===== config.mk =====
export PLATFORM = sky130hd
export DESIGN_NAME = tga_rle_color
export DESIGN_NICKNAME = d
export VERILOG_FILES = /design/src/hw/rtl/tga_rle_pkg.sv /design/src/hw/rtl/tga_rle_color.sv
export SDC_FILE = /design/constraint.sdc
export NUM_CORES = 1
export LEC_CHECK = 0
export ABC_AREA = 1
export BUFFER_PORTS_ARGS = -buffer_cell sky130_fd_sc_hd__buf_2
export CORE_ASPECT_RATIO = 0.8
export CORE_MARGIN = 8
export CORE_UTILIZATION = 48
export CTS_CLUSTER_DIAMETER = 50
export DETAILED_ROUTE_END_ITERATION = 8
export GPL_TIMING_DRIVEN = 0
export PLACE_DENSITY = 0.88
export SLEW_MARGIN = 20
export SYNTH_ARGS = -nofsm -noshare
export SYNTH_HDL_FRONTEND = slang
export SYNTH_SLANG_ARGS = --single-unit

===== constraint.sdc =====
create_clock -name clk -period 2.2 [get_ports clk]
set_input_delay 0.11 -clock clk [delete_from_list [all_inputs] [get_ports clk]]
set_output_delay 0.11 -clock clk [all_outputs]
set_load 0.03 [all_outputs]

===== src/hw/rtl/tga_rle_pkg.sv =====
// shared types and constants of the tga run-length pixel decoder
package tga_rle_pkg;

  typedef enum logic [1:0] {
    FMT_8  = 2'd0,
    FMT_16 = 2'd1,
    FMT_24 = 2'd2,
    FMT_32 = 2'd3
  } fmt_t;

  typedef enum logic {
    FUNC_PALETTE = 1'b0,
    FUNC_PIXEL   = 1'b1
  } func_t;

  typedef enum logic [1:0] {
    CFG_PIXEL_FORMAT   = 2'd0,
    CFG_RLE_ENABLED    = 2'd1,
    CFG_PALETTE_LENGTH = 2'd2
  } cfg_idx_t;

  localparam logic [7:0] LOW_SEVEN   = 8'h7F;
  localparam logic [7:0] ALPHA_OPAQUE = 8'hFF;

  // one completed pixel on its way to colour conversion
  typedef struct packed {
    fmt_t        fmt;
    logic        pal_mode;
    logic        miss;
    logic [23:0] bytes;
    logic [7:0]  last;
    logic [7:0]  count;
  } pix_t;

endpackage


===== src/hw/rtl/tga_rle_color.sv =====
// colour conversion of a completed pixel and the output register
module tga_rle_color import tga_rle_pkg::*; (
  input  logic        clk,
  input  logic        rst,
  input  logic        advance,
  input  logic        s1_valid,
  input  pix_t        s1,
  input  logic [23:0] pal_data,
  output logic        out_valid,
  output logic [39:0] out_data
);

  logic [7:0]  red, green, blue, alpha;
  logic [7:0]  b0, b1, b2;
  logic [15:0] p;

  always_comb begin
    b0 = s1.bytes[7:0];
    b1 = s1.bytes[15:8];
    b2 = s1.bytes[23:16];
    p  = {b1, b0};
    alpha = ALPHA_OPAQUE;
    unique case (s1.fmt)
      FMT_8: begin
        if (!s1.pal_mode) begin
          red = b0; green = b0; blue = b0;
        end else if (s1.miss) begin
          red = '0; green = '0; blue = '0; alpha = '0;
        end else begin
          red = pal_data[23:16]; green = pal_data[15:8]; blue = pal_data[7:0];
        end
      end
      FMT_16: begin
        red   = {p[14:10], 3'b000};
        green = {p[9:5], 3'b000};
        blue  = {p[4:0], 3'b000};
      end
      FMT_24: begin
        red = b2; green = b1; blue = b0;
      end
      default: begin
        red = b2; green = b1; blue = b0; alpha = s1.last;
      end
    endcase
  end

  always_ff @(posedge clk) begin
    if (rst) begin
      out_valid <= 1'b0;
    end else if (advance) begin
      out_valid <= s1_valid;
    end
  end

  always_ff @(posedge clk) begin
    if (advance) begin
      out_data <= {s1.count, alpha, blue, green, red};
    end
  end

endmodule


Word level (Yosys, flattened, before mapping)
Cells that the tools add are included.
- word-level logic and storage cells: 18
- memory bits (read-only): 0
- latch bits: 0
- input port bits: 72
- memories: 0
- output and inout bits: 41
- bits in registers: 41
- RAM bits: 0
- $mul: 0
- eq/ne operators: 2
- reductions and logical operators: 2
- shift operators: 0
- divide/modulo/power cells: 0
- order comparisons: 0
- multiplexer cells: 12
- bitwise logic cells: 0
- add/subtract/negate cells: 0
- operator list (kind ; number):
    $mux W8 ; 8
    $pmux W8 S2 ; 4
    $eq A2 B1 Y1 const B ; 1
    $eq A2 B2 Y1 const B ; 1
    $logic_not A2 Y1 ; 1
    $reduce_or A2 Y1 ; 1

Logic depth before layout (Yosys ltp)
- depth in word-level cells: 3
- depth in mapped cells: 7

Least setup slack after synthesis
OpenSTA, ideal clock, no wires.
- kind: input to register
- from: in s1[43] (netlist name)
- to: reg out_data[6], data pin
- cell stages on the path: 7
- arrival time: 820 ps
- path slack: 1122 ps
- required time: 1942 ps
- cell sequence: inv_1 ha_1 buf_6 buf_6 nand2_1 a21boi_0 nand2_1
- longest elaborated chain between the ends: 2
- RTL lines (what ; line ; source):
    start: declaration ; tga_rle_color.sv:7 ; input pix_t s1,
    $eq A2 B1 Y1 or $logic_not A2 Y1 (tied branches) ; tga_rle_color.sv:23 ; unique case (s1.fmt)
    $pmux W8 S2 (*) ; tga_rle_color.sv:23 ;
    net red[6] ; tga_rle_color.sv:13 ; logic [7:0] red, green, blue, alpha;
    end signal: assignment ; tga_rle_color.sv:57 ; out_data <= {s1.count, alpha, blue, green, red};
    end: declaration ; tga_rle_color.sv:10 ; output logic [39:0] out_data
The timed path passes the listed nets; every way through them passes the cells marked *.
A chain may end at the register's enable or synchronous reset.

Worst setup path after layout
- from: in s1[43] (netlist name)
- to: reg out_data[11], data pin
- longest elaborated chain between the ends: 2
- RTL lines (what ; line):
    $eq A2 B1 Y1 or $logic_not A2 Y1 (tied branches) ; tga_rle_color.sv:23
    $pmux W8 S2 (*) ; tga_rle_color.sv:23
    net green[3] ; tga_rle_color.sv:13
Marks and branches as above.

==> results.ini <==
[clocking]
tritoncts = done
cts_buffer_depth = 2
clock_sinks = 41
cts_resized = 0
clk_latency_ps = 280
ctsHoldBuffers = 5
htreeDepth = 2
cts_buffers = 5
postCtsSetupBuffers = 0
cts.clk_slew.worst_paths_ps = 70
cts_root_buffer = clkbuf_8

[cells_and_area]
design_area_um2 = 2940
fillers = 344
fin_util_pct = 69.5
drive_gt1_share_pct = 39.5
diodes = 0
instances_no_fill = 422
layout.nets = 439
area_growth_pct = 37.2

[logic_synthesis]
synth_area_per_cell_um2 = 9.04
syn_area_um2 = 2140
synth_warnings = 0
synth-seq-area-share_pct = 57.0
synthCells = 237
syn_nets = 312
synth_cell_type_count = 16
ys_ff_latch = 41

[grt]
grt_pass1_wl_um = 9450
antenna_found_initial = 0
grt.total_usage_pct = 17.8
grt_start_max_net_pins = 43
grt_pass1_vias = 1959
grt_remaining_overflow = 0

[power_and_ir_drop]
ir_drop_v = 0.000282
total_leakage_power_nw = 1.48
p_per_area_nw_per_um2 = 659

[place]
dp_hpwl_um = 4860
dp_cells = 405
portBuffers = 111
placed_area_um2 = 2770
gp_congestion = 0.821

[setup_path]
crit_required_ps = 2230
cpPeakStageDelay_ps = 190
crit_type = input port to flop
startpoint_type = input port
critPathBufInv = 4
cp.arrival_ps = 1060
crit_path_cell_trace = buf_2, inv_1, ha_1, buf_6, buf_6, nand2_1, a21boi_1, nand2_1
slowest_stage = ha_1
crit_fanout = 10
critPathTopFamily = buffers and inverters
end_kind = flop

[route]
top_layer_used = met4
vias_per_cell = 4.82
vias = 2034
route.met2.wl_um = 3250
drt_iter0_drc = 138
postRouteAntennaNets = 0
remaining_drc_errors = 0
wl_met3_um = 558
first_pass_iters = 4
wl_per_cell_um = 14.7
met1_length_um = 2300
wirelength_um = 6210

[timing]
setup-violations-final = 0
worst-slew-pin-transition_ps = 904
relSlewSlack_pct = 39.7
rsz0062_at_grt = false
fin_crit_sh_pct = 46.7
period_minus_slack_ps = 1030
drv_slew = 0
fin_tns_setup_ps = 0
max_freq_mhz = 972
hold_viol = 0
skew_ps = 0

[die]
boundaryPins = 113
rows = 21
dieArea_um2 = 6870
core_area_um2 = 4230
die_w_um = 90.7
initial_core_util_pct = 50.7
die_h_um = 75.8

[run_status]
status = completed

[min_path]
hp-class = input port to flop

[run]
drv_cap = 0

[stage by stage]
step	power (mW)	worst slack, ps	hold slack, ps
final	1.94	1170	63.8
after global routing	2.03	1150	57.7
after CTS	1.94	1190	0.186
after detailed placement	1.48	892	268
after global placement	1.47	915	266
after floorplan	1.29	1120	179
[tightest hold or removal path, delay by kind of cell]
kind	cells	cell delay, ps
and+or+nand+nor	1	50
AOI/OAI and AO/OA	1	50
buffers and inverters	1	100
[logic make-up (layout without fill, tap and decap cells)]
family	Yosys count	in the layout	share of synthesized area, %
AND/OR/NAND/NOR	159	159	29.8
buffers and inverters	18	146	5.95
adder cells (fa/ha/maj)	3	3	1.75
flip-flops	41	41	57.0
AO/OA/AOI/OAI	16	16	5.49
[placed cells by master, fill, tap and decap left out]
master,count
dfxtp_1,1
inv_2,1
nand2_1,142
buf_6,5
dlygate4sd3_1,9
inv_1,6
buf_8,1
a21oi_1,1
ha_1,3
clkinv_1,2
clkinv_2,1
a21boi_1,11
edfxtp_1,40
clkbuf_8,5
nor2_4,1
nor2_1,2
buf_4,2
buf_2,114
a21boi_0,4
nor2_2,14
[where the power goes]
| group | internal [mW] | total [mW] | switching [mW] |
|---|---|---|---|
| Sequential | 0.950 | 0.967 | 0.0164 |
| Clock | 0.214 | 0.463 | 0.250 |
| Combinational | 0.172 | 0.508 | 0.336 |
| Total | 1.34 | 1.94 | 0.602 |
[state kept, by name, summed over array words and instances, names as in the netlist]
register / cells
out_data: 40
out_valid: 1
[metal layers]
layer | track usage, % | vias to the layer above
met2 | 32.0 | 86
met4 | 6.99 | 0
li1 | - | 1010
met3 | 5.61 | 14
met5 | 0 | -
met1 | 19.6 | 924
[area by class of cell]
| cell class | instances | area (um^2) | share of cell area (%) |
|---|---|---|---|
| buffer | 11 | 101 | 3.45 |
| multi-input combinational | 178 | 795 | 27.0 |
| sequential | 41 | 1220 | 41.5 |
| inverter | 7 | 26.3 | 0.893 |
| clock inverter | 3 | 12.5 | 0.425 |
| tap | 57 | 71.3 | 2.42 |
| clock buffer | 5 | 68.8 | 2.34 |
| timing repair buffer | 120 | 646 | 21.9 |
[final timing paths]
path	from	to	slack, ps	cells past startpoint
worst max register to register	out_valid	out_valid	1660	2
worst max-delay path	s1[43]	out_data[11]	1170	8
worst min-delay path	s1_valid	out_valid	60	3
worst min register to register	out_valid	out_valid	450	2
[Yosys cell counts (all sizes together)]
master  instances  share of area [%]
buf            11                4.7
nand2         142                 25
a21boi         15                5.3
a21oi           1               0.23
nor2           17                5.0
dfxtp           1               0.93
ha              3                1.8
inv             7                1.2
edfxtp         40                 56
Note: power is estimated with default switching activity, not from simulation.
