[config.mk]
export PLATFORM = sky130hd
export DESIGN_NAME = tga_rle_parse
export DESIGN_NICKNAME = d
export VERILOG_FILES = /design/src/hw/rtl/tga_rle_pkg.sv /design/src/hw/rtl/tga_rle_parse.sv
export SDC_FILE = /design/constraint.sdc
export NUM_CORES = 1
export LEC_CHECK = 0
export ABC_AREA = 1
export BUFFER_PORTS_ARGS = -buffer_cell sky130_fd_sc_hd__buf_2
export CORE_ASPECT_RATIO = 1.1
export CORE_MARGIN = 2
export CORE_UTILIZATION = 50
export DETAILED_ROUTE_END_ITERATION = 10
export MAX_ROUTING_LAYER = met4
export PLACE_DENSITY = 0.76
export SLEW_MARGIN = 20
export SYNTH_ARGS = -nofsm -noshare
export SYNTH_HDL_FRONTEND = slang
export SYNTH_SLANG_ARGS = --single-unit
[constraint.sdc]
create_clock -name clk -period 2.16 [get_ports clk]
set_input_delay 0.216 -clock clk [delete_from_list [all_inputs] [get_ports clk]]
set_output_delay 0.216 -clock clk [all_outputs]
set_load 0.01 [all_outputs]
[src/hw/rtl/tga_rle_pkg.sv]
// shared types and constants of the tga run-length pixel decoder
package tga_rle_pkg;

  typedef enum logic [1:0] {
    FMT_8  = 2'd0,
    FMT_16 = 2'd1,
    FMT_24 = 2'd2,
    FMT_32 = 2'd3
  } fmt_t;

  typedef enum logic {
    FUNC_PALETTE = 1'b0,
    FUNC_PIXEL   = 1'b1
  } func_t;

  typedef enum logic [1:0] {
    CFG_PIXEL_FORMAT   = 2'd0,
    CFG_RLE_ENABLED    = 2'd1,
    CFG_PALETTE_LENGTH = 2'd2
  } cfg_idx_t;

  localparam logic [7:0] LOW_SEVEN   = 8'h7F;
  localparam logic [7:0] ALPHA_OPAQUE = 8'hFF;

  // one completed pixel on its way to colour conversion
  typedef struct packed {
    fmt_t        fmt;
    logic        pal_mode;
    logic        miss;
    logic [23:0] bytes;
    logic [7:0]  last;
    logic [7:0]  count;
  } pix_t;

endpackage

[src/hw/rtl/tga_rle_parse.sv]
// packet header handling, byte gathering and the first pipeline register
module tga_rle_parse import tga_rle_pkg::*; #(
  parameter int PALETTE_DEPTH = 256,
  localparam int IdxW = $clog2(PALETTE_DEPTH)
) (
  input  logic            clk,
  input  logic            rst,
  input  logic            load,
  input  logic            accept,
  input  func_t           func,
  input  logic [7:0]      data_byte,
  input  fmt_t            fmt,
  input  logic            rle_enabled,
  input  logic [8:0]      palette_length,
  output logic            s1_valid,
  output pix_t            s1,
  output logic            rd_en,
  output logic [IdxW-1:0] rd_addr
);

  localparam logic [8:0] DepthW = 9'(PALETTE_DEPTH);

  logic [7:0]  pixels_left, pixels_left_next;
  logic        packet_is_run, packet_is_run_next;
  logic [23:0] pixel_bytes, pixel_bytes_next;
  logic [1:0]  byte_position, byte_position_next;

  logic        header;
  logic        complete;
  logic        pixel_item;
  logic [23:0] merged;
  logic        miss;
  pix_t        pix;

  always_comb begin
    header     = rle_enabled && (pixels_left == 8'd0);
    complete   = !header && (byte_position >= fmt);
    pixel_item = accept && (func == FUNC_PIXEL);

    // current byte dropped into its slot; a fourth byte only feeds alpha
    unique case (byte_position)
      2'd0:    merged = pixel_bytes | {16'd0, data_byte};
      2'd1:    merged = pixel_bytes | {8'd0, data_byte, 8'd0};
      2'd2:    merged = pixel_bytes | {data_byte, 16'd0};
      default: merged = pixel_bytes;
    endcase

    miss    = ({1'b0, merged[7:0]} >= palette_length) || ({1'b0, merged[7:0]} >= DepthW);
    rd_addr = merged[IdxW-1:0];
    rd_en   = pixel_item && complete;

    pix.fmt      = fmt;
    pix.pal_mode = (palette_length != 9'd0);
    pix.miss     = miss;
    pix.bytes    = merged;
    pix.last     = data_byte;
    pix.count    = (rle_enabled && packet_is_run) ? pixels_left : 8'd1;

    pixels_left_next   = pixels_left;
    packet_is_run_next = packet_is_run;
    pixel_bytes_next   = pixel_bytes;
    byte_position_next = byte_position;
    if (pixel_item) begin
      priority if (header) begin
        packet_is_run_next = data_byte[7];
        pixels_left_next   = (data_byte & LOW_SEVEN) + 8'd1;
        pixel_bytes_next   = '0;
        byte_position_next = '0;
      end else if (!complete) begin
        pixel_bytes_next   = merged;
        byte_position_next = byte_position + 2'd1;
      end else begin
        pixel_bytes_next   = '0;
        byte_position_next = '0;
        if (rle_enabled) begin
          pixels_left_next = packet_is_run ? 8'd0 : pixels_left - 8'd1;
        end
      end
    end
  end

  always_ff @(posedge clk) begin
    if (rst) begin
      pixels_left   <= '0;
      packet_is_run <= 1'b0;
      pixel_bytes   <= '0;
      byte_position <= '0;
      s1_valid      <= 1'b0;
    end else begin
      pixels_left   <= pixels_left_next;
      packet_is_run <= packet_is_run_next;
      pixel_bytes   <= pixel_bytes_next;
      byte_position <= byte_position_next;
      if (load) begin
        s1_valid <= pixel_item && complete;
      end
    end
  end

  always_ff @(posedge clk) begin
    if (load) begin
      s1 <= pix;
    end
  end

endmodule

# After elaboration in Yosys (flattened, before gate mapping)
# Index checks and enable logic that the tools add are counted.
# totals
romBits,0
n_memories,0
in_bits,25
latch_bits,0
elab_cells,43
output_inout_bits,54
regBits,80
ramBits,0
# classes
n_bitwise,3
shift,0
reduce_logical,13
muxes,9
magnitude_cmp,2
n_addsub,3
n_eq_ne,2
mul,0
div_mod_pow,0
# op_table
op,n
24-bit case mux with 3 select lines,1
24-bit 2-to-1 mux,2
8-bit 2-to-1 mux,4
24-bit by 16-bit bitwise OR with 24-bit output,1
24-bit bitwise OR,1
24-bit by 8-bit bitwise OR with 24-bit output,1
8-bit by 9-bit >= comparator with 1-bit output,1
9-bit nonzero test,1
"7-bit by 1-bit adder with 8-bit output, second input constant",1
8-bit logical NOT,1
"8-bit by 1-bit subtractor with 8-bit output, second input constant",1
1-bit logical AND,5
2-bit 2-to-1 mux,2
2-bit nonzero test,2
3-bit AND reduction,1
"2-bit by 1-bit adder with 2-bit output, second input constant",1
"2-bit by 1-bit == test with 1-bit output, second input constant",1
"2-bit == test, second input constant",1
2-bit >= comparator,1
2-bit logical NOT,1
2-bit AND reduction,1
1-bit logical NOT,1

# Depth between registers and ports, before layout
# Gate-level depths: netlist of run 1.
# depth
word_depth,6
ltp_mapped,12
ltp_nobuf,11

# Worst setup path before layout of run 1
# No wires, ideal clock.
# synth_timing
path_type,reg2reg
from,register byte_position[1]
to,register s1[40] (netlist name) (data pin)
t_required_ns,1.889
stages_incl_launch_ff,13
setup_ns,0.271
arrival_time_ns,1.881
slack_ns,0.008
synth_period_minus_slack_ns,2.152
n_path_buf,1
cell_sequence,dfxtp_1 > inv_1 > ha_1 > buf_2 > nor2_1 > nand3_2 > o21ai_0 > inv_1 > ha_1 > a21oi_1 > nor2_1 > a21oi_1 > o2111ai_1
# synth_between
elab_chain_cells,3
word_cells_on_any_way,5
cone_classes,order compare (1); eq/ne (2); mux (1); reduce/logical (1)
# synth_lines
item,line_no,rtl
start: declaration,tga_rle_parse.sv:26,"logic [1:0] byte_position, byte_position_next;"
start signal: assignment,tga_rle_parse.sv:93,byte_position <= byte_position_next;
2-bit == test (tied with other cells),tga_rle_parse.sv:41,unique case (byte_position)
24-bit case mux with 3 select lines (*),tga_rle_parse.sv:41,
net merged[6],tga_rle_parse.sv:31,logic [23:0] merged;
8-bit by 9-bit >= comparator with 1-bit output (*),tga_rle_parse.sv:48,"miss = ({1'b0, merged[7:0]} >= palette_length) || ({1'b0, merged[7:0]} >= DepthW);"
net miss,tga_rle_parse.sv:32,logic miss;
end signal: assignment,tga_rle_parse.sv:102,s1 <= pix;
end: declaration,tga_rle_parse.sv:16,"output pix_t s1,"
# Mark *: on every way through the listed nets, which the timed path passes. The rest lies on a longest branch.
# A chain may end at the register's enable or synchronous reset.

# Worst setup path in the final report of run 1
# layout_timing
from,register byte_position[1]
to,register s1[40] (netlist name) (data pin)
# layout_between
elab_chain_cells,3
word_cells_on_any_way,5
cone_classes,order compare (1); eq/ne (2); mux (1); reduce/logical (1)
# layout_lines
item,line_no
2-bit == test (tied with other cells),tga_rle_parse.sv:41
24-bit case mux with 3 select lines (*),tga_rle_parse.sv:41
8-bit by 9-bit >= comparator with 1-bit output (*),tga_rle_parse.sv:48
net miss,tga_rle_parse.sv:32
# Marks and branches as above.

==> run_results.csv, run 1 <==
group,metric,value,unit
outcome,status,"finished, final reports clean",
timing,hold_violations,0,
setup_path,worstSetupEndpointType,"flip-flop",
yosys,synth_xor_area_frac,0.00885,
floorplan,chipWidth,88.8,um
yosys,synth_compound_area_frac,0.136,
timing,final-setup-viol-count,0,
timing,whs,0.0468,ns
layout,antenna_cells,0,
yosys,syn_avg_cell_area,8.68,um^2
clock_network,numCtsBuffers,9,
clock_network,htreeDepth,3,
timing,tightest_slew,0.611,ns
yosys,synth.distinct_cells,35,
place,placed_cells,632,
hold_path,hold_class,"in -> reg",
power_and_ir_drop,irDropWorstVdd,0.000460,V
routing,vias,3435,
routing,totalWireLength,9.40,mm
routing,vias_per_cell,5.21,
timing,skew,0.00738,ns
power_and_ir_drop,p_per_area,720,nW/um^2
place,port_buffers,78,
floorplan,core_area,7780,um^2
floorplan,rows,34,
layout,area_growth,21.8,%
power_and_ir_drop,p_total,3470,uW
power_and_ir_drop,p_switching,1000,uW
layout,nFillCells,657,
yosys,yosysWarnings,0,
clock_network,clock_latency,0.36,ns
global_route,grt_max_degree,27,
place,place_congestion,0.865,
floorplan,start_util,0.508,
yosys,synth_top_family_by_area,"simple AND/OR/NAND/NOR gates",
timing,final_max_slew_viol_count,0,
yosys,muxShareOfSynthArea,0,
yosys,synth-adder-area-share,0.0506,
clock_network,clk_pin_slew,0.08,ns
timing,fin_crit_sh,0.971,
clock_network,cts.sinks,80,
floorplan,fp.dieH,97.3,um
clock_network,cts_root_buffer,"clkbuf_8",
routing,ant_nets,0,
run,maxCapViolCount,0,
clock_network,cts_tree,"done",
power_and_ir_drop,power.share.clock,0.314,
power_and_ir_drop,pwr-share-seq,0.491,
timing,setup_ws,0.0627,ns
routing,drt_iter0_drc,268,
setup_path,cp_max_fo,5,
yosys,synth_area,3960,um^2
global_route,antenna_found_initial,0,
layout,multiInputGateArea,1690,um^2
clock_network,cts_buffer_depth,2,
yosys,synth.ff_latch_count,80,
global_route,grt_pass1_vias,3177,
timing,layout_min_cycle_time,2.10,ns
global_route,grt_pass1_wl,14.9,mm
power_and_ir_drop,p_leak,0.00208,uW
setup_path,path_class,"reg -> reg",
yosys,synthCells,456,
timing,max_slew_margin,0.593,
power_and_ir_drop,p_sw_frac,0.288,
routing,route.detailed.drc,0,
layout,nets,587,
yosys,synthSimpleGateAreaFrac,0.203,
routing,dr.pass1.iters,5,
yosys,syn-num-nets,497,
setup_path,cp-start-kind,"flip-flop",
power_and_ir_drop,p_int,2470,uW
setup_path,required,2.25,ns
timing,fmaxAchievable,477,MHz
routing,routedWlPerCell,14.3,um
layout,fin_cells,659,
global_route,grt_overflow,0,
place,post-place-ws,-0.0508,ns
floorplan,ios,79,
layout,layout-drive-gt1-share,0.287,
clock_network,hold_buffers,0,
layout,register_area,2040,um^2
place,hpwl,6.35,mm
setup_path,arrival,2.19,ns
yosys,synth_seq_area_share,0.516,
floorplan,die-area,8640,um^2
global_route,globalRouteTotalUtil,0.228,
power_and_ir_drop,power_frac_comb,0.195,
## layer usage
layer,GRT usage,part of all wire,vias up
met5,-,0,-
met4,0.0769,0.021,0
met2,0.368,0.50,119
met1,0.288,0.43,1619
met3,0.0399,0.051,17
li1,-,-,1680
## final timing paths
check | endpoint | cells after the start | startpoint | slack, ns
worst max-delay path | s1[40]$_DFFE_PP_ | 12 | byte_position[1]$_SDFFE_PP0P_ | 0.06
worst min-delay path | s1[43]$_DFFE_PP_ | 1 | fmt[1] | 0.05
worst max register to register | s1[40]$_DFFE_PP_ | 12 | byte_position[1]$_SDFFE_PP0P_ | 0.06
worst min register to register | pixel_bytes[2]$_SDFFE_PP0P_ | 2 | pixel_bytes[2]$_SDFFE_PP0P_ | 0.47
## area by class of cell
type | instances | area share
clock inverter | 6 | 0.0122
multi-input combinational | 306 | 0.351
clock buffer | 10 | 0.0265
tap | 108 | 0.0280
sequential | 80 | 0.424
inverter | 47 | 0.0371
timing repair buffer | 102 | 0.121
## power by group through the flow
stage               combinational [uW]  sequential, uW  clock, uW
floorplan                          382            1770          0
global placement                   583            1740          0
detailed placement                 598            1740          0
CTS                                611            1700       1100
global route                       748            1710       1160
finish                             678            1700       1090
## critical path: stages, from the launching register on
cell       delay [ns]
dfxtp_2          0.38
ha_1             0.20
inv_2            0.09
nand2_4          0.10
buf_4            0.13
nor2_1           0.03
o21ai_0          0.15
inv_1            0.10
ha_1             0.29
nand2_1          0.08
o21ai_0          0.10
nand2_1          0.08
o2111ai_1        0.10
## placed cells by master (no fill, tap or decap), drive strengths merged
| cell type | Yosys | routed |
|---|---|---|
| nor3 | 1 | 1 |
| clkinv | 0 | 3 |
| xnor2 | 1 | 1 |
| nand2 | 112 | 112 |
| o21bai | 1 | 1 |
| inv | 47 | 48 |
| dfxtp | 36 | 36 |
| or2 | 1 | 1 |
| xor2 | 3 | 3 |
| nor2 | 50 | 50 |
| o2111ai | 1 | 1 |
| ha | 16 | 16 |
| nand4 | 4 | 4 |
| nor4 | 2 | 2 |
| clkinvlp | 0 | 1 |
| clkbuf | 8 | 10 |
| nand3 | 16 | 17 |
| a21o | 1 | 1 |
| a21oi | 49 | 49 |
| buf | 16 | 102 |
| bufinv | 0 | 1 |
| o21ai | 47 | 47 |
| edfxtp | 44 | 44 |
## per-stage QoR
| stage | area (um^2) | TNS [ns] | util |
|---|---|---|---|
| 4_1_cts | 4650 | 0 | 0.598 |
| 5_1_grt | 4820 | -0.0310 | 0.619 |
| 3_5_place_dp | 4440 | -0.0508 | 0.571 |
| 3_3_place_gp | 4440 | 0 | 0.571 |
| 6_report | 4820 | 0 | 0.619 |
| 2_1_floorplan | 3960 | 0 | - |
## cell families after synthesis
logic type                 Yosys count
and+or+nand+nor                    186
AOI/OAI and AO/OA                   99
DFF                                 80
buffers and inverters               71
adders and majority gates           16
xor gates and xnor gates             4
## cell usage after synthesis, drive strengths merged
cell type  count  area [um^2]
edfxtp        44         1320
xnor2          1         8.76
o2111ai        1         8.76
buf           16          129
dfxtp         36          721
nor4           2         12.5
o21ai         47          250
nand4          4         25.0
ha            16          200
a21o           1         7.51
a21oi         49          264
xor2           3         26.3
clkbuf         8         30.0
nand3         16          108
or2            1         6.26
nor2          50          208
o21bai         1         7.51
nor3           1         5.00
nand2        112          440
inv           47          179
## repair_timing
action,4_1_cts,5_1_grt
pin swaps,2,5
gates resized for setup,3,21
gates cloned,1,0
setup endpoints to repair,1,2
setup buffers,2,8
## flip-flops by register name (all words and copies together), names as in the netlist
name,flops
byte_position,2
packet_is_run,1
pixel_bytes,24
pixels_left,8
s1,44
s1_valid,1
(Power assumes the default switching activity.)
==> inputs of run 2 (changes only) <==
--- a/config.mk
+++ b/config.mk
@@ -11,8 +11,10 @@
 export CORE_MARGIN = 2
 export CORE_UTILIZATION = 50
 export DETAILED_ROUTE_END_ITERATION = 10
+export GPL_TIMING_DRIVEN = 0
 export MAX_ROUTING_LAYER = met4
 export PLACE_DENSITY = 0.76
+export RECOVER_POWER = 100
 export SLEW_MARGIN = 20
 export SYNTH_ARGS = -nofsm -noshare
 export SYNTH_HDL_FRONTEND = slang
==> run 2 against run 1 <==
  * Sequential share of layout area down 1.1 points
  * Via count down 0.49%
  * Clock power up 18%
  * Worst setup slack worse by 0.019 ns
  * Clock-buffer cell count down 1
  * Critical endpoint is now rd_addr[2]
  * Largest cell class unchanged
  * Combinational power up 5.6%
==> run_results.csv, run 2 (synthesis results as in run 1) <==
group,metric,value,unit
outcome,status,"finished, final reports clean",
floorplan,fp.dieH,97.3,um
setup_path,required,1.94,ns
setup_path,worstSetupEndpointType,"primary output",
place,port_buffers,77,
layout,top_register,"s1",
layout,largest_reg_flops,44,
power_and_ir_drop,power_frac_comb,0.193,
run,maxCapViolCount,0,
power_and_ir_drop,irDropWorstVdd,0.000382,V
routing,vias_per_cell,5.12,
layout,nets,596,
routing,dr.pass1.iters,4,
place,place_congestion,0.818,
layout,top_regs,"s1 (44), pixel_bytes (24), pixels_left (8)",
setup_path,arrival,1.90,ns
layout,layout-drive-gt1-share,0.225,
setup_path,path_class,"reg -> out",
routing,totalWireLength,9.33,mm
hold_path,hold_class,"in -> reg",
setup_path,critical-path-top-delay-family,"buffers and inverters",
timing,final_max_slew_viol_count,0,
global_route,grt_overflow,0,
clock_network,cts_tree,"done",
timing,hold_violations,0,
layout,antenna_cells,0,
clock_network,cts_root_buffer,"clkbuf_8",
global_route,antenna_found_initial,0,
setup_path,cp_common_cell,"buf_4",
routing,ant_nets,0,
floorplan,start_util,0.508,
power_and_ir_drop,pwr-share-seq,0.460,
layout,most-common-layout-cells,"104 x nand2_1, 60 x clkbuf_1, 44 x edfxtp_1",
floorplan,core_area,7780,um^2
timing,layout_min_cycle_time,2.12,ns
clock_network,clk_pin_slew,0.09,ns
floorplan,ios,79,
global_route,globalRouteTotalUtil,0.227,
routing,route.detailed.drc,0,
timing,skew,0.00918,ns
clock_network,cts.sinks,80,
clock_network,numCtsBuffers,9,
setup_path,cp_max_fo,5,
power_and_ir_drop,p_per_area,748,nW/um^2
floorplan,chipWidth,88.8,um
timing,final-setup-viol-count,0,
routing,vias,3418,
routing,drt_iter0_drc,198,
power_and_ir_drop,p_switching,1080,uW
layout,postLayoutCoreUtil,0.638,
timing,fmaxAchievable,473,MHz
power_and_ir_drop,p_int,2640,uW
global_route,grt_max_degree,47,
clock_network,hold_buffers,0,
setup_path,crit_buf_inv,6,
timing,fin_crit_sh,0.980,
setup_path,slowest_delay,0.40,ns
floorplan,die-area,8640,um^2
layout,nFillCells,666,
routing,routedWlPerCell,14.0,um
floorplan,rows,34,
clock_network,clock_latency,0.36,ns
setup_path,path_cells,"inv_4 -> ha_2 -> buf_6 -> nor2_4 -> nand3_4 -> o21ai_2 -> inv_2 -> buf_4 -> buf_4 -> buf_2",
place,hpwl,6.28,mm
timing,rsz0062_at_grt,"yes",
power_and_ir_drop,p_total,3710,uW
timing,tightest_slew,1.15,ns
setup_path,crit_slowest_cell,"dfxtp_4",
power_and_ir_drop,p_leak,0.00197,uW
place,place_area,4480,um^2
clock_network,cts_buffer_depth,2,
clock_network,htreeDepth,3,
power_and_ir_drop,p_sw_frac,0.290,
layout,final_common_cell,"nand2_1",
global_route,grt_pass1_wl,14.9,mm
setup_path,cp-start-kind,"flip-flop",
global_route,grt_pass1_vias,3315,
layout,area_growth,25.5,%
timing,max_slew_margin,0.231,
power_and_ir_drop,power.share.clock,0.348,
layout,design_area,4970,um^2
-- run 2: changes by cell type in the layout (fill, tap and decap cells not counted), moves of 2 or more --
cell      delta
clkbuf_1    +59
buf_2       -53
buf_6        +8
buf_4        -7
inv_1        -6
ha_1         -5
ha_4         +5
inv_2        +4
o21ai_0      -4
inv_6        +3
o21ai_2      +3
clkinv_1     -2
dfxtp_2      -2
dfxtp_4      +2
-- run 2: timing repair --
item | 4_1_cts | 5_1_grt
setup buffers | 6 | 4
gates resized for setup | 19 | 40
endpoints found under the setup margin | 9 | 6
gates cloned | 1 | 0
pin swaps | 2 | 7
-- run 2: area by class of cell --
cell class | count | area (um^2) | area share
clock buffers | 9 | 124 | 0.0249
repair buffers | 87 | 409 | 0.0824
multi-input cells | 306 | 1780 | 0.358
plain buffers | 24 | 171 | 0.0345
clock inverters | 7 | 111 | 0.0224
flip-flops and latches | 80 | 2050 | 0.413
well taps | 108 | 135 | 0.0272
inverters | 47 | 186 | 0.0375
-- run 2: routing by layer --
| metal | global-route usage | wire [um] | vias up |
|---|---|---|---|
| met5 | - | 0 | - |
| met4 | 0.0886 | 199 | 0 |
| met3 | 0.0493 | 450 | 17 |
| met2 | 0.370 | 4790 | 89 |
| met1 | 0.272 | 3890 | 1605 |
| li1 | - | - | 1707 |
-- run 2: worst paths after layout --
path              slack (ns)  cells after the start                           to                          start
hold / removal          0.04                      1             s1[12]$_DFFE_PP_                   data_byte[4]
hold reg to reg         0.47                      2  pixel_bytes[0]$_SDFFE_PP0P_    pixel_bytes[0]$_SDFFE_PP0P_
setup / recovery        0.04                     10                   rd_addr[2]  byte_position[1]$_SDFFE_PP0P_
setup reg to reg        0.09                     12             s1[40]$_DFFE_PP_  byte_position[1]$_SDFFE_PP0P_
-- run 2: per-stage QoR --
step	instances	setup TNS [ns]	setup WS (ns)	hold slack, ns
after global placement	641	-0.275	-0.275	0.409
after global routing	668	-0.212	-0.0694	0.0339
after CTS	664	0	0.00490	0.0277
after detailed placement	641	-0.331	-0.331	0.410
final	668	0	0.0440	0.0410
after floorplan	456	0	0.00823	0.310
-- run 2: power by group through the flow --
stage / Clock [uW] / Sequential (uW) / Combinational (uW)
finish: 1290 / 1710 / 716
global route: 1350 / 1720 / 794
CTS: 1310 / 1700 / 654
detailed placement: 0 / 1740 / 618
global placement: 0 / 1730 / 602
floorplan: 0 / 1770 / 382
==> inputs of run 3 (changes only) <==
--- a/config.mk
+++ b/config.mk
@@ -9,11 +9,11 @@
 export BUFFER_PORTS_ARGS = -buffer_cell sky130_fd_sc_hd__buf_2
 export CORE_ASPECT_RATIO = 1.1
 export CORE_MARGIN = 2
-export CORE_UTILIZATION = 50
+export CORE_UTILIZATION = 49
 export DETAILED_ROUTE_END_ITERATION = 10
 export GPL_TIMING_DRIVEN = 0
 export MAX_ROUTING_LAYER = met4
-export PLACE_DENSITY = 0.76
+export PLACE_DENSITY = 0.75
 export RECOVER_POWER = 100
 export SLEW_MARGIN = 20
 export SYNTH_ARGS = -nofsm -noshare
==> run 3 against run 2 <==
  * Cell count grew 0.15%
  * Via count is 1.0% lower
  * Largest power group unchanged
  * Clock-buffer cell count unchanged
  * Clock power down 5%
  * Hold slack improved by 0.0037 ns
  * Wire length decreased by 1.6%
==> run_results.csv, run 3 (synthesis results as in run 1) <==
group,metric,value,unit
outcome,status,"finished, final reports clean",
floorplan,core_area,7870,um^2
setup_path,path_cells,"inv_4 -> ha_4 -> buf_6 -> nor2_4 -> nand3_4 -> o21ai_2 -> inv_1 -> buf_4 -> buf_4 -> buf_2",
routing,dr.pass1.iters,4,
timing,final_max_slew_viol_count,0,
timing,layout_min_cycle_time,2.11,ns
timing,tightest_slew,1.13,ns
layout,area_growth,24.9,%
run,maxCapViolCount,0,
setup_path,r2r_cells,12,
setup_path,cp-start-kind,"flip-flop",
timing,hold_violations,0,
global_route,globalRouteTotalUtil,0.220,
timing,skew,0.0101,ns
place,hpwl,6.27,mm
hold_path,hold_class,"in -> reg",
routing,totalWireLength,9.18,mm
global_route,grt_max_degree,47,
layout,layout-drive-gt1-share,0.216,
global_route,antenna_found_initial,0,
routing,vias,3383,
layout,nets,597,
layout,largest_reg_flops,44,
clock_network,cts_root_buffer,"clkbuf_8",
floorplan,rows,34,
clock_network,clk_pin_slew,0.09,ns
clock_network,cts_tree,"done",
routing,ant_nets,0,
clock_network,numCtsBuffers,9,
layout,top_register,"s1",
setup_path,arrival,1.90,ns
setup_path,crit_slowest_cell,"dfxtp_4",
timing,setup_ws,0.0457,ns
clock_network,htreeDepth,3,
routing,route.detailed.drc,0,
setup_path,required,1.94,ns
layout,antenna_cells,0,
setup_path,worstSetupEndpointType,"primary output",
place,place_area,4480,um^2
setup_path,cp_common_cell,"buf_4",
layout,nFillCells,664,
hold_path,whs_path_depth,1,
floorplan,start_util,0.503,
timing,max_slew_margin,0.246,
clock_network,hold_buffers,0,
power_and_ir_drop,p_leak,0.00196,uW
layout,most-common-layout-cells,"105 x nand2_1, 63 x clkbuf_1, 44 x nor2_1, 44 x edfxtp_1, 41 x a21oi_1",
floorplan,chipWidth,89.7,um
floorplan,die-area,8810,um^2
global_route,grt_pass1_wl,14.8,mm
routing,routedWlPerCell,13.7,um
routing,drt_iter0_drc,246,
place,port_buffers,77,
floorplan,fp.dieH,98.3,um
clock_network,cts.sinks,80,
layout,postLayoutCoreUtil,0.628,
timing,final-setup-viol-count,0,
power_and_ir_drop,p_total,3650,uW
setup_path,path_class,"reg -> out",
floorplan,ios,79,
power_and_ir_drop,p_per_area,738,nW/um^2
place,place_congestion,0.820,
routing,vias_per_cell,5.06,
layout,design_area,4940,um^2
layout,top_regs,"s1 (44), pixel_bytes (24), pixels_left (8)",
setup_path,slowest_delay,0.39,ns
layout,final_common_cell,"nand2_1",
global_route,grt_pass1_vias,3296,
global_route,grt_overflow,0,
power_and_ir_drop,irDropWorstVdd,0.000345,V
setup_path,cp_max_fo,5,
clock_network,cts_buffer_depth,2,
timing,fin_crit_sh,0.979,
timing,fmaxAchievable,473,MHz
clock_network,clock_latency,0.36,ns
place,post-place-ws,-0.329,ns
## run 3: per-layer routing
layer  vias to the layer above  track usage  routed length, um
met2                        91        0.358               4760
met5                         -            -                  0
met4                         0       0.0781                165
met1                      1574        0.267               3830
met3                        15       0.0448                429
li1                       1703            -                  -
## run 3: final cells by class
cell class	instances	area, um^2	share of cell area
buffer	23	160	0.0324
clock buffer	9	124	0.0251
clock inverter	7	93.8	0.0190
inverter	47	186	0.0377
multi-input combinational	306	1770	0.358
sequential	80	2050	0.414
tap	108	135	0.0273
timing repair buffer	89	424	0.0858
## run 3: worst max-delay path: cells and delay by family (launching register included)
family / cells / cell delay [ns]
compound gates: 1 / 0.07
flops: 1 / 0.39
simple gates: 2 / 0.27
fa+ha+maj: 1 / 0.15
buf+inv: 6 / 0.64
## run 3: final timing paths
| kind | startpoint | to | slack, ns |
|---|---|---|---|
| worst max-delay path | byte_position[0]$_SDFFE_PP0P_ | rd_addr[7] | 0.05 |
| worst min-delay path | fmt[1] | s1[43]$_DFFE_PP_ | 0.04 |
| worst max register to register | byte_position[0]$_SDFFE_PP0P_ | s1[40]$_DFFE_PP_ | 0.08 |
| worst min register to register | pixel_bytes[1]$_SDFFE_PP0P_ | pixel_bytes[1]$_SDFFE_PP0P_ | 0.47 |
## run 3: repair_timing
item / in CTS / in global routing
pin swaps: 2 / 4
endpoints found under the setup margin: 9 / 7
buffers inserted: 8 / 4
gates cloned: 1 / 0
hold endpoints to repair: 0 / 0
resized for setup: 21 / 37
## run 3: where the power goes
group | internal (uW) | switching (uW)
Clock | 653 | 571
Combinational | 287 | 431
Sequential | 1680 | 27.2
Total | 2620 | 1030
## run 3: through the flow
stage          instances  hold WS, ns  TNS [ns]
3_5_place_dp         641        0.409    -0.329
5_1_grt              669       0.0319   -0.0351
6_report             669       0.0447         0
3_3_place_gp         641        0.409    -0.281
2_1_floorplan        456        0.310         0
4_1_cts              666       0.0304         0
